--- config.mk ---
export PLATFORM = sky130hd
export DESIGN_NAME = tea_stage
export DESIGN_NICKNAME = d
export VERILOG_FILES = /design/src/sv/tea_pkg.sv /design/src/sv/tea_stage.sv
export SDC_FILE = /design/constraint.sdc
export NUM_CORES = 1
export LEC_CHECK = 0
export BUFFER_PORTS_ARGS = -buffer_cell sky130_fd_sc_hd__buf_2
export CORE_UTILIZATION = 40
export DETAILED_ROUTE_END_ITERATION = 6
export SETUP_SLACK_MARGIN = 0.1
export SYNTH_ARGS = -nofsm -noshare
export SYNTH_HDL_FRONTEND = slang
export SYNTH_SLANG_ARGS = --single-unit
--- constraint.sdc ---
create_clock -name clk -period 13.3 [get_ports clk]
set_input_delay 1.33 -clock clk [delete_from_list [all_inputs] [get_ports clk]]
set_output_delay 1.33 -clock clk [all_outputs]
set_load 0.01 [all_outputs]
--- src/sv/tea_pkg.sv ---
// Package for the TEA block cipher: widths, round count, key and control types,
// and the round mixing function. No dependencies.
`default_nettype none

package tea_pkg;

  localparam int unsigned ROUNDS    = 32;
  localparam int unsigned STAGES    = 2 * ROUNDS;
  localparam int unsigned WORD_W    = 32;
  localparam int unsigned KEY_WORDS = 4;
  localparam int unsigned CFG_IDX_W = $clog2(KEY_WORDS);
  localparam int unsigned SHL       = 4;
  localparam int unsigned SHR       = 5;
  localparam logic [WORD_W-1:0] DELTA = 32'h9E3779B9;

  typedef logic [WORD_W-1:0] word_t;
  typedef logic [KEY_WORDS-1:0][WORD_W-1:0] key_t;

  typedef enum logic {
    ACT_ENCRYPT = 1'b0,
    ACT_DECRYPT = 1'b1
  } action_t;

  typedef enum logic [CFG_IDX_W-1:0] {
    REG_KEY0 = 2'd0,
    REG_KEY1 = 2'd1,
    REG_KEY2 = 2'd2,
    REG_KEY3 = 2'd3
  } cfg_reg_t;

  typedef struct packed {
    logic    valid;
    action_t action;
  } stage_ctl_t;

  function automatic word_t round_sum(int unsigned n);
    logic [2*WORD_W-1:0] p;
    p = (2*WORD_W)'(DELTA) * (2*WORD_W)'(n);
    return p[WORD_W-1:0];
  endfunction

  function automatic word_t mix(word_t x, word_t sum, word_t ka, word_t kb);
    return ((x << SHL) + ka) ^ (x + sum) ^ ((x >> SHR) + kb);
  endfunction

endpackage

`default_nettype wire

--- src/sv/tea_stage.sv ---
// One registered half round of TEA, for either direction.
// Depends on tea_pkg for types and the mixing function.
`default_nettype none

module tea_stage (
  input  logic                clk,
  input  logic                rst,
  input  logic                en,
  input  tea_pkg::stage_ctl_t ctl_in,
  input  tea_pkg::word_t      y_in,
  input  tea_pkg::word_t      z_in,
  input  tea_pkg::key_t       key,
  input  tea_pkg::word_t      sum_enc,
  input  tea_pkg::word_t      sum_dec,
  input  logic                odd,
  output tea_pkg::stage_ctl_t ctl,
  output tea_pkg::word_t      y,
  output tea_pkg::word_t      z
);
  import tea_pkg::*;

  logic  dec;
  logic  upd_y;
  word_t x;
  word_t ka;
  word_t kb;
  word_t sum;
  word_t target;
  word_t m;
  word_t res;

  always_comb begin
    dec    = (ctl_in.action == ACT_DECRYPT);
    upd_y  = (ctl_in.action == ACT_ENCRYPT) ^ odd;
    x      = upd_y ? z_in : y_in;
    ka     = upd_y ? key[0] : key[2];
    kb     = upd_y ? key[1] : key[3];
    sum    = dec ? sum_dec : sum_enc;
    target = upd_y ? y_in : z_in;
    m      = mix(x, sum, ka, kb);
    res    = dec ? target - m : target + m;
  end

  always_ff @(posedge clk) begin
    if (rst) begin
      ctl <= '0;
    end else if (en) begin
      ctl <= ctl_in;
    end
  end

  always_ff @(posedge clk) begin
    if (en) begin
      y <= upd_y ? res : y_in;
      z <= upd_y ? z_in : res;
    end
  end

endmodule

`default_nettype wire

# Word level (Yosys, flattened, before mapping)
# Index checks and enable logic that the tools add are counted.
[totals] ram_bits=0 romBits=0 inputBits=262 latch_bits=0 memories=0 out_inout_bits=66 word_cells=21 reg_bits=66
[classes] div=0 n_eq_ne=0 addsub=5 n_lt_le_gt_ge=0 reduce_logical=0 n_mul=0 shifts=0 n_mux=8 bitwise_logic=4
[ops] op="two-way mux 32 bit" count=8
[ops] op="adder 32 bit" count=3
[ops] op="bitwise XOR 32 bit" count=2
[ops] op="adder 27 x 32 -> 32 bit" count=1
[ops] op="subtractor 32 bit" count=1
[ops] op="inverter 1 bit" count=1
[ops] op="bitwise XOR 1 bit" count=1

# Logic depth before layout (Yosys ltp)
# Gate-level depths: netlist (run 1).
[depth] word_depth=9 depth_mapped=38 ltp_nobuf=31

# Worst setup path after synthesis (run 1)
# OpenSTA, ideal clock, no wires.
[synth_path] path_kind="input to register" startpoint="input odd" endpoint="register y[31] (data pin)" required_time_ps=13028 setup_slack_ps=4763 setup_ps=272 cell_stages=38 path_buffers=7 arrival_time_ps=8264 cell_sequence="buf_6 > xor2_4 > buf_8 > buf_2 > clkbuf_1 > clkbuf_1 > clkbuf_1 > nand2_1 > nand2_1 > ha_1 > clkbuf_1 > and3_1 > a31oi_1 > nand2_1 > a21oi_1 > xnor3_1 > xnor2_1 > and2_1 > [2 not listed] > nor2b_1 > nor3b_1 > a21oi_1 > xor2_1 > ha_1 > a21o_1 > a21o_1 > a21oi_1 > o21ai_0 > a21oi_1 > nor2b_1 > o21ai_0 > a211o_1 > o21ai_0 > a21oi_1 > xnor2_1 > xor2_1 > o221ai_1"
[synth_via] elab_chain_cells=8 elab_cells_between_ends=14
[synth_rtl] element="start, declared" line_no="tea_stage.sv:15" rtl="input logic odd,"
[synth_rtl] element="bitwise XOR 1 bit (*)" line_no="tea_stage.sv:34" rtl="upd_y = (ctl_in.action == ACT_ENCRYPT) ^ odd;"
[synth_rtl] element="two-way mux 32 bit (on tied branches)" line_no="tea_stage.sv:36, tea_stage.sv:35"
[synth_rtl] element="adder 32 bit" line_no="tea_pkg.sv:43" rtl="return ((x << SHL) + ka) ^ (x + sum) ^ ((x >> SHR) + kb);"
[synth_rtl] element="bitwise XOR 32 bit (2 in a row)" line_no="tea_pkg.sv:43"
[synth_rtl] element="adder 32 bit or subtractor 32 bit (tied branches)" line_no="tea_stage.sv:41" rtl="res = dec ? target - m : target + m;"
[synth_rtl] element="two-way mux 32 bit" line_no="tea_stage.sv:41"
[synth_rtl] element="two-way mux 32 bit (*)" line_no="tea_stage.sv:54" rtl="y <= upd_y ? res : y_in;"
[synth_rtl] element="end signal, assigned" line_no="tea_stage.sv:54"
[synth_rtl] element="end, declared" line_no="tea_stage.sv:17" rtl="output tea_pkg::word_t y,"
# Every way passes the cells marked *; elsewhere a longest branch is shown, timed or not.
# A chain may end at the register's enable or synchronous reset.

# Worst setup path after layout (run 1)
[layout_path] startpoint="input ctl_in[0] (netlist bit)" endpoint="register y[31] (data pin)"
[layout_via] elab_chain_cells=9 elab_cells_between_ends=16
[layout_rtl] element="start, declared" line_no="tea_stage.sv:9" rtl="input tea_pkg::stage_ctl_t ctl_in,"
[layout_rtl] element="inverter 1 bit" line_no="tea_stage.sv:34"
[layout_rtl] element="bitwise XOR 1 bit" line_no="tea_stage.sv:34"
[layout_rtl] element="two-way mux 32 bit (on tied branches)" line_no="tea_stage.sv:36, tea_stage.sv:35"
[layout_rtl] element="adder 32 bit" line_no="tea_pkg.sv:43"
[layout_rtl] element="bitwise XOR 32 bit (2 in a row)" line_no="tea_pkg.sv:43"
[layout_rtl] element="adder 32 bit or subtractor 32 bit (tied branches)" line_no="tea_stage.sv:41"
[layout_rtl] element="two-way mux 32 bit" line_no="tea_stage.sv:41"
[layout_rtl] element="two-way mux 32 bit (*)" line_no="tea_stage.sv:54"
# Marked as above.

==> impl_metrics.csv, run 1 <==
group,metric,value,unit
timing,rsz0062_at_grt,"no",
synthesis,synth_area_leaders,"edfxtp_1 16%, nand2_1 13%, ha_1 13%",
clock_tree,root_buffer,"clkbuf_16",
synthesis,yosysTopAreaCell,"edfxtp_1",
placed_design,postPlaceCellArea,13700,sq um
hold_path,hold_class,"register to register",
synthesis,ys_ff_latch,66,
critical_path,start_kind,"primary input",
pwr,p_leak,0.00697,uW
detailed_routing,vias_per_cell,5.46,
clock_tree,cts_setup_buffers,0,
clock_tree,clock_path_buffers,2,
die,die_area,30200,sq um
run,cap_violations,0,
timing,hold_viol_final,0,
synthesis,syn_area,11800,sq um
global_route,grt_pass1_wl,61.3,mm
detailed_routing,finalWirelength,40.9,mm
die,fp-row-count,62,
die,dieWidth,174,um
critical_path,max_stage_delay,0.53,ns
timing,finalClockSkew,0,ns
synthesis,yosysMostFrequentCell,"nand2_1",
critical_path,cp.arrival,9.05,ns
die,die_y,174,um
placed_design,io_buffers,327,
critical_path,critical_path.startpoint,"ctl_in[0]",
placed_design,dp_hpwl,34.6,mm
synthesis,synth_cell_types,79,
critical_path,end_kind,"register",
critical_path,critical_path_class,"primary input to register",
cells_and_area,drive_above_1_share,0.216,
clock_tree,cts-buffers-inserted,9,
critical_path,worst_path_max_delay_cell,"buf_12",
synthesis,async_reset_ff_frac,0,
timing,final-setup-viol-count,0,
clock_tree,clk_latency,0.33,ns
cells_and_area,multi_input_area,9470,sq um
detailed_routing,drt_iter0_drc,896,
synthesis,ys_warn_count,0,
timing,worst_slew_pin_slew,0.847,ns
pwr,swShare,0.511,
timing,setup_slack,4.31,ns
detailed_routing,avgRoutedWirePerCell,18.1,um
global_route,grt_pass1_vias,11039,
synthesis,syn_nets,1961,
critical_path,r2r_start,"ctl[0]",
detailed_routing,antenna_left,0,
synthesis,synth_seq_area_share,0.166,
synthesis,avgSynthCellArea,7.47,sq um
synthesis,synth_cells,1579,
clock_tree,h-tree-depth,3,
timing,holdWs,0.493,ns
synthesis,ys.flop_type,"edfxtp_1",
clock_tree,clock_sinks,66,
critical_path,cp.required,13.36,ns
timing,fmax,111,MHz
pwr,switchingPower,1680,uW
pwr,seqPwrFrac,0.130,
global_route,overflow,0,
cells_and_area,fillerInstances,2986,
critical_path,path_max_fanout,165,
timing,relSlewSlack,0.436,
pwr,ir_drop,0.134,mV
timing,fin_crit_sh,0.676,
synthesis,synth-edff-count,64,
die,core_area,28900,sq um
clock_tree,cts_resized,0,
cells_and_area,nets,2246,
global_route,grt_usage,0.260,
detailed_routing,dr_total_vias,12312,
die,pin_count,328,
critical_path,r2r_cells,2,
timing,finalMaxSlewViolations,0,
critical_path,cp_common_cell,"a21oi_1",
die,start_util,0.409,
pwr,p_int,1610,uW
global_route,grt_max_degree,166,
placed_design,gp_congestion,0.940,
cells_and_area,regArea,1960,sq um
cells_and_area,final_area,14000,sq um
pwr,clock_power_share,0.070,
placed_design,place_ws,4.02,ns
cells_and_area,syn_to_final_growth,18.8,%
synthesis,yosys-top-cells-count,"413 x nand2_1, 143 x xnor2_1, 118 x a21oi_1, 118 x ha_1, 107 x o21ai_0",
critical_path,rrSetupSlack,12.69,ns
pwr,power_density,234,nW/um^2
critical_path,crit_end,"y[31]",
run_status,status,"completed",
clock_tree,clk_pin_slew,0.06,ns
pwr,p_comb_frac,0.800,
clock_tree,cts_hold_buf,0,
global_route,antenna_found_initial,1,
timing,tns,0,ns
detailed_routing,firstDrtPassIters,5,
critical_path,r2r-end,"ctl[0]",
synthesis,synth_top_cell_area_share,0.163,
detailed_routing,drc,0,
clock_tree,cts_tree,"built",
timing,min_period,8.99,ns
worst max-delay path: cells and delay by family:
| kind | cells | cell delay (ns) |
|---|---|---|
| AO/OA/AOI/OAI | 14 | 2.57 |
| XOR/XNOR | 6 | 1.70 |
| adder cells (fa/ha/maj) | 2 | 0.72 |
| buffers and inverters | 2 | 0.94 |
| AND/OR/NAND/NOR | 9 | 1.75 |
worst min-delay path by stage:
| stage | start | endpoint | slack (ns) | cells after the start |
|---|---|---|---|---|
| floorplan | ctl[0] | ctl[0] | 0.53 | 2 |
| global placement | ctl[1] | ctl[1] | 0.47 | 2 |
| detailed placement | ctl[1] | ctl[1] | 0.48 | 2 |
| CTS | ctl[1] | ctl[1] | 0.50 | 2 |
| global route | ctl[0] | ctl[0] | 0.53 | 2 |
| finish | ctl[1] | ctl[1] | 0.49 | 2 |
per-layer routing:
metal | global-route usage | routed length, um | vias up
met5 | 0 | 0 | -
met3 | 0.0204 | 2340 | 31
met4 | 0.0471 | 473 | 0
met2 | 0.409 | 17900 | 478
met1 | 0.388 | 20200 | 5640
li1 | - | - | 6163
registers in the layout, summed over array words and instances, names as in the netlist:
name and count:
y 32, ctl 2, z 32
cell usage in the layout (no fill, tap or decap), types with 60 or more instances in the layout:
cell,Yosys,routed
nand2_1,413,413
buf_2,4,327
xnor2_1,143,143
a21oi_1,118,118
ha_1,118,118
o21ai_0,107,107
nor2_1,69,69
edfxtp_1,64,64
xor2_1,61,61
a21o_1,60,60
final cells by class:
type,count,share of cell area
timing repair buffer,332,0.120
clock inverter,6,0.00410
antenna,2,0.000357
sequential,66,0.140
tap,384,0.0343
multi-input combinational,1419,0.675
inverter,36,0.00964
clock buffer,10,0.0163
per-stage QoR:
stage	total power (uW)	util	std cells
final	3280	0.486	2255
after global routing	3550	0.486	2254
after CTS	3270	0.486	2253
after detailed placement	3030	0.476	2237
after global placement	3020	0.476	2237
after floorplan	2320	-	1579
cells by family after synthesis:
kind of cell	Yosys count	synth area share
and+or+nand+nor	628	0.235
AOI/OAI and AO/OA	395	0.207
xor gates and xnor gates	216	0.174
adders and majority gates	124	0.132
buffers and inverters	94	0.0325
DFF	66	0.166
muxes	56	0.0526
power groups by stage:
stage | combinational (uW) | clock [uW] | sequential [uW]
after floorplan | 1830 | 0 | 488
after global placement | 2590 | 0 | 429
after detailed placement | 2590 | 0 | 430
after CTS | 2610 | 234 | 427
after global routing | 2870 | 242 | 438
final | 2630 | 231 | 426
No activity file was read; power rests on OpenSTA's default activity.
==> inputs of run 2 (changes only) <==
==> constraint.sdc (replaced) <==
create_clock -name clk -period 8.7 [get_ports clk]
set_input_delay 0.87 -clock clk [delete_from_list [all_inputs] [get_ports clk]]
set_output_delay 0.87 -clock clk [all_outputs]
set_load 0.01 [all_outputs]
==> impl_metrics.csv, run 2 (synthesis gave the netlist of run 1 again) <==
group,metric,value,unit
run_status,status,"completed",
placed_design,gp_congestion,0.954,
clock_tree,cts_tree,"built",
timing,relSlewSlack,0.432,
critical_path,cp.arrival,8.18,ns
die,fp-row-count,62,
detailed_routing,dr_total_vias,12380,
die,die_area,30200,sq um
clock_tree,cts-buffers-inserted,9,
clock_tree,h-tree-depth,3,
placed_design,io_buffers,327,
clock_tree,clock_sinks,66,
critical_path,critPathBufInv,4,
critical_path,path_max_fanout,29,
detailed_routing,vias_per_cell,5.46,
pwr,p_int,2470,uW
die,die_y,174,um
hold_path,hold_class,"register to register",
timing,finalMaxSlewViolations,0,
critical_path,worst_path_max_delay_cell,"nor3b_1",
detailed_routing,firstDrtPassIters,5,
critical_path,r2r_cells,2,
cells_and_area,syn_to_final_growth,20.2,%
clock_tree,cts_hold_buf,0,
timing,worst_slew_pin_slew,0.852,ns
timing,tns,0,ns
critical_path,r2r-end,"ctl[1]",
critical_path,cp_common_cell,"a21oi_1",
detailed_routing,avgRoutedWirePerCell,18.2,um
hold_path,min_to,"ctl[0]",
critical_path,critical_path_class,"primary input to register",
pwr,swShare,0.508,
critical_path,critPathTopFamily,"compound AO/OA/AOI/OAI gates",
timing,hold_viol_final,0,
clock_tree,clk_latency,0.33,ns
cells_and_area,layout_common_cells,"413 x nand2_1, 327 x buf_2, 143 x xnor2_1",
global_route,grt_pass1_vias,11236,
global_route,grt_max_degree,67,
cells_and_area,drive_above_1_share,0.222,
global_route,antenna_found_initial,1,
pwr,power_density,354,nW/um^2
run,cap_violations,0,
pwr,p_leak,0.00706,uW
critical_path,start_kind,"primary input",
detailed_routing,antenna_left,0,
pwr,p_comb_frac,0.800,
die,pin_count,328,
clock_tree,root_buffer,"clkbuf_16",
clock_tree,clk_pin_slew,0.06,ns
pwr,finalPower,5020,uW
critical_path,cp.required,8.77,ns
pwr,switchingPower,2550,uW
critical_path,max_stage_delay,0.50,ns
detailed_routing,drc,0,
die,start_util,0.409,
global_route,overflow,0,
cells_and_area,largest_registers,"y x32, z x32, ctl x2",
critical_path,end_kind,"register",
placed_design,dp_hpwl,35.3,mm
critical_path,rrSetupSlack,8.10,ns
die,dieWidth,174,um
pwr,seqPwrFrac,0.130,
critical_path,r2r_start,"ctl[1]",
detailed_routing,drt_iter0_drc,1045,
cells_and_area,layout_commonest_cell,"nand2_1",
die,core_area,28900,sq um
timing,fmax,123,MHz
clock_tree,cts_resized,0,
cells_and_area,nets,2260,
timing,fin_crit_sh,0.932,
hold_path,hp-start,"ctl[0]",
clock_tree,clock_path_buffers,2,
hold_path,hold_depth,2,
timing,final-setup-viol-count,0,
detailed_routing,finalWirelength,41.2,mm
timing,min_period,8.11,ns
pwr,ir_drop,0.158,mV
cells_and_area,fillerInstances,2969,
pwr,clock_power_share,0.070,
timing,finalClockSkew,0,ns
global_route,grt_usage,0.264,
timing,rsz0062_at_grt,"no",
global_route,grt_pass1_wl,62.3,mm
-- run 2: changes by cell type in the layout (fill, tap and decap cells not counted), moves of 2 or more --
| cell | before | now |
|---|---|---|
| buf_12 | 1 | 5 |
| clkinvlp_4 | 2 | 0 |
| clkinv_2 | 1 | 3 |
| buf_4 | 4 | 13 |
-- run 2: final cells by class --
| class | count | area, sq um | share of cell area |
|---|---|---|---|
| Multi-Input combinational cell | 1420 | 9480 | 0.669 |
| Tap cell | 384 | 480 | 0.0339 |
| Inverter | 36 | 135 | 0.00953 |
| Antenna cell | 1 | 2.50 | 0.000176 |
| Timing Repair Buffer | 345 | 1830 | 0.129 |
| Clock buffer | 10 | 229 | 0.0161 |
| Sequential cell | 66 | 1960 | 0.138 |
| Clock inverter | 6 | 57.6 | 0.00406 |
-- run 2: how the worst max path moves through the flow --
| stage | from | depth (start not counted) | slack (ns) | to |
|---|---|---|---|---|
| after floorplan | odd | 38 | 0.62 | y[31] |
| after global placement | odd | 34 | 0.45 | y[31] |
| after detailed placement | odd | 34 | 0.25 | y[31] |
| after CTS | odd | 34 | 0.59 | y[31] |
| after global routing | odd | 32 | 0.12 | y[31] |
| final | odd | 35 | 0.59 | y[31] |
-- run 2: power by group through the flow --
| stage | Clock (uW) | Sequential, uW | Combinational, uW |
|---|---|---|---|
| floorplan | 0 | 745 | 2800 |
| global placement | 0 | 661 | 3940 |
| detailed placement | 0 | 661 | 3950 |
| CTS | 356 | 656 | 3970 |
| global route | 369 | 669 | 4380 |
| finish | 349 | 653 | 4020 |
-- run 2: stage by stage --
step | utilization | hold WS [ns] | std cells | setup WS [ns] | instance area (sq um)
final | 0.492 | 0.505 | 2268 | 0.593 | 14200
after global routing | 0.492 | 0.563 | 2268 | 0.119 | 14200
after CTS | 0.489 | 0.500 | 2262 | 0.590 | 14100
after detailed placement | 0.479 | 0.486 | 2246 | 0.249 | 13800
after global placement | 0.479 | 0.473 | 2246 | 0.451 | 13800
after floorplan | - | 0.528 | 1579 | 0.623 | 11800
-- run 2: tightest hold or removal path, stage by stage (launching register included) --
cell	delay [ns]
dfxtp_1	0.33
mux2i_1	0.07
nor2_1	0.07
-- run 2: metal layers --
metal	track usage	wire length [um]
met4	0.0545	554
met1	0.395	20200
met5	0	0
met2	0.409	17800
met3	0.0241	2640
-- run 2: repair_timing --
item | in CTS | in global routing
setup buffers | 0 | 4
endpoints found under the hold margin | 0 | 0
endpoints found under the setup margin | 0 | 2
==> inputs of run 3 (changes only) <==
--- a/config.mk
+++ b/config.mk
@@ -8,6 +8,7 @@
 export BUFFER_PORTS_ARGS = -buffer_cell sky130_fd_sc_hd__buf_2
 export CORE_UTILIZATION = 40
 export DETAILED_ROUTE_END_ITERATION = 6
+export GPL_TIMING_DRIVEN = 0
 export SETUP_SLACK_MARGIN = 0.1
 export SYNTH_ARGS = -nofsm -noshare
 export SYNTH_HDL_FRONTEND = slang
==> impl_metrics.csv, run 3 (synthesis gave the netlist of run 1 again) <==
group,metric,value,unit
detailed_routing,vias_per_cell,5.52,
timing,tns,0,ns
detailed_routing,dr_total_vias,12731,
timing,hold_viol_final,0,
global_route,grt_max_degree,67,
cells_and_area,final_area,14400,sq um
timing,rsz0062_at_grt,"no",
cells_and_area,layout_common_cells,"412 x nand2_1, 327 x buf_2, 137 x xnor2_1",
clock_tree,root_buffer,"clkbuf_16",
timing,relSlewSlack,0.413,
pwr,finalPower,5110,uW
placed_design,place_ws,-1.93,ns
placed_design,io_buffers,322,
detailed_routing,firstDrtPassIters,6,
global_route,globalRouteMet1Util,0.409,
clock_tree,cts-buffers-inserted,9,
detailed_routing,antenna_left,0,
die,die_y,174,um
timing,finalMaxSlewViolations,0,
hold_path,hold_class,"register to register",
clock_tree,h-tree-depth,3,
cells_and_area,largest_registers,"y x32, z x32, ctl x2",
critical_path,end_kind,"register",
timing,worst_slew_pin_slew,0.881,ns
run_status,status,"completed",
pwr,power_density,355,nW/um^2
cells_and_area,layout_commonest_cell,"nand2_1",
global_route,antenna_found_initial,3,
global_route,use_met2,0.478,
timing,finalClockSkew,0,ns
critical_path,r2r_cells,2,
detailed_routing,avgRoutedWirePerCell,19.7,um
detailed_routing,finalWirelength,45.4,mm
global_route,grt_pass1_wl,67.0,mm
global_route,grt_busiest_layer,"met2",
placed_design,dp_hpwl,38.3,mm
die,pin_count,328,
die,die_area,30200,sq um
cells_and_area,drive_above_1_share,0.231,
critical_path,path_max_fanout,10,
critical_path,cp.required,8.72,ns
detailed_routing,drt_iter0_drc,1075,
critical_path,max_stage_delay,0.51,ns
critical_path,worst_path_max_delay_cell,"xnor2_1",
critical_path,crit_cells,35,
die,start_util,0.409,
timing,final-setup-viol-count,0,
run,cap_violations,0,
global_route,grt_pass1_vias,11720,
timing,fin_crit_sh,0.940,
placed_design,dp.cells,2285,
clock_tree,clock_path_buffers,2,
critical_path,cp.arrival,8.20,ns
clock_tree,cts_hold_buf,0,
timing,min_period,8.18,ns
critical_path,critical_path_class,"primary input to register",
global_route,overflow,0,
clock_tree,cts_tree,"built",
timing,fmax,122,MHz
clock_tree,clock_sinks,66,
critical_path,critPathBufInv,6,
clock_tree,clk_latency,0.34,ns
global_route,grt_usage,0.290,
timing,setup_slack,0.524,ns
detailed_routing,drc,0,
cells_and_area,syn_to_final_growth,21.9,%
hold_path,hold_depth,2,
clock_tree,clk_pin_slew,0.06,ns
pwr,ir_drop,0.147,mV
critical_path,start_kind,"primary input",
cells_and_area,instances_no_fill,2307,
placed_design,postPlaceCellArea,13900,sq um
placed_design,gp_congestion,0.937,
pwr,p_leak,0.00716,uW
critical_path,critPathTopFamily,"compound AO/OA/AOI/OAI gates",
cells_and_area,nets,2298,
die,dieWidth,174,um
global_route,met3_usage,0.0193,
die,fp-row-count,62,
cells_and_area,fillerInstances,2969,
die,core_area,28900,sq um
run 3: cell count changes in the layout (fill, tap and decap cells not counted), moves of 5 or more:
cell      change
clkbuf_1     +28
xnor2_1       -6
xnor2_2       +5
buf_4         -5
clkbuf_2     +12
run 3: area by class of cell:
class	count	area [sq um]	share of cell area
clock buffers	9	225	0.0156
repair buffers	328	1660	0.115
plain buffers	56	285	0.0198
clock inverters	7	60.1	0.00417
inverters	36	135	0.00939
multi-input cells	1419	9580	0.666
flip-flops and latches	66	1960	0.136
well taps	384	480	0.0334
diodes	2	5.00	0.000348
run 3: power breakdown:
part	total, uW	internal (uW)	switching (uW)
clock network	347	218	130
logic	4110	1680	2430
registers	651	614	37.2
run 3: metal layers:
layer	vias up	share of wire
met5	-	0.00020
met4	2	0.020
met3	52	0.061
met2	505	0.45
met1	5910	0.46
li1	6262	-
run 3: path summary, 6_finish.rpt:
kind	from	endpoint	slack, ns
min reg2reg	ctl[1]	ctl[1]	0.52
min	ctl[1]	ctl[1]	0.52
max reg2reg	ctl[0]	ctl[0]	8.09
max	ctl_in[0]	y[31]	0.52
run 3: stage by stage:
step / hold WS, ns / util
floorplan: 0.528 / -
global placement: 0.476 / 0.481
detailed placement: 0.499 / 0.482
CTS: 0.530 / 0.494
global route: 0.562 / 0.499
finish: 0.518 / 0.499
run 3: what timing repair did:
action                                  CTS  global route
pin swaps                                 1             2
endpoints found under the setup margin   28             4
buffers inserted                          1             5
gates resized for setup                  25            29
run 3: worst reg2reg max path, delay by kind of cell (launching register included):
kind	cells	cell delay [ns]
DFF	1	0.31
muxes	1	0.13
and+or+nand+nor	1	0.06
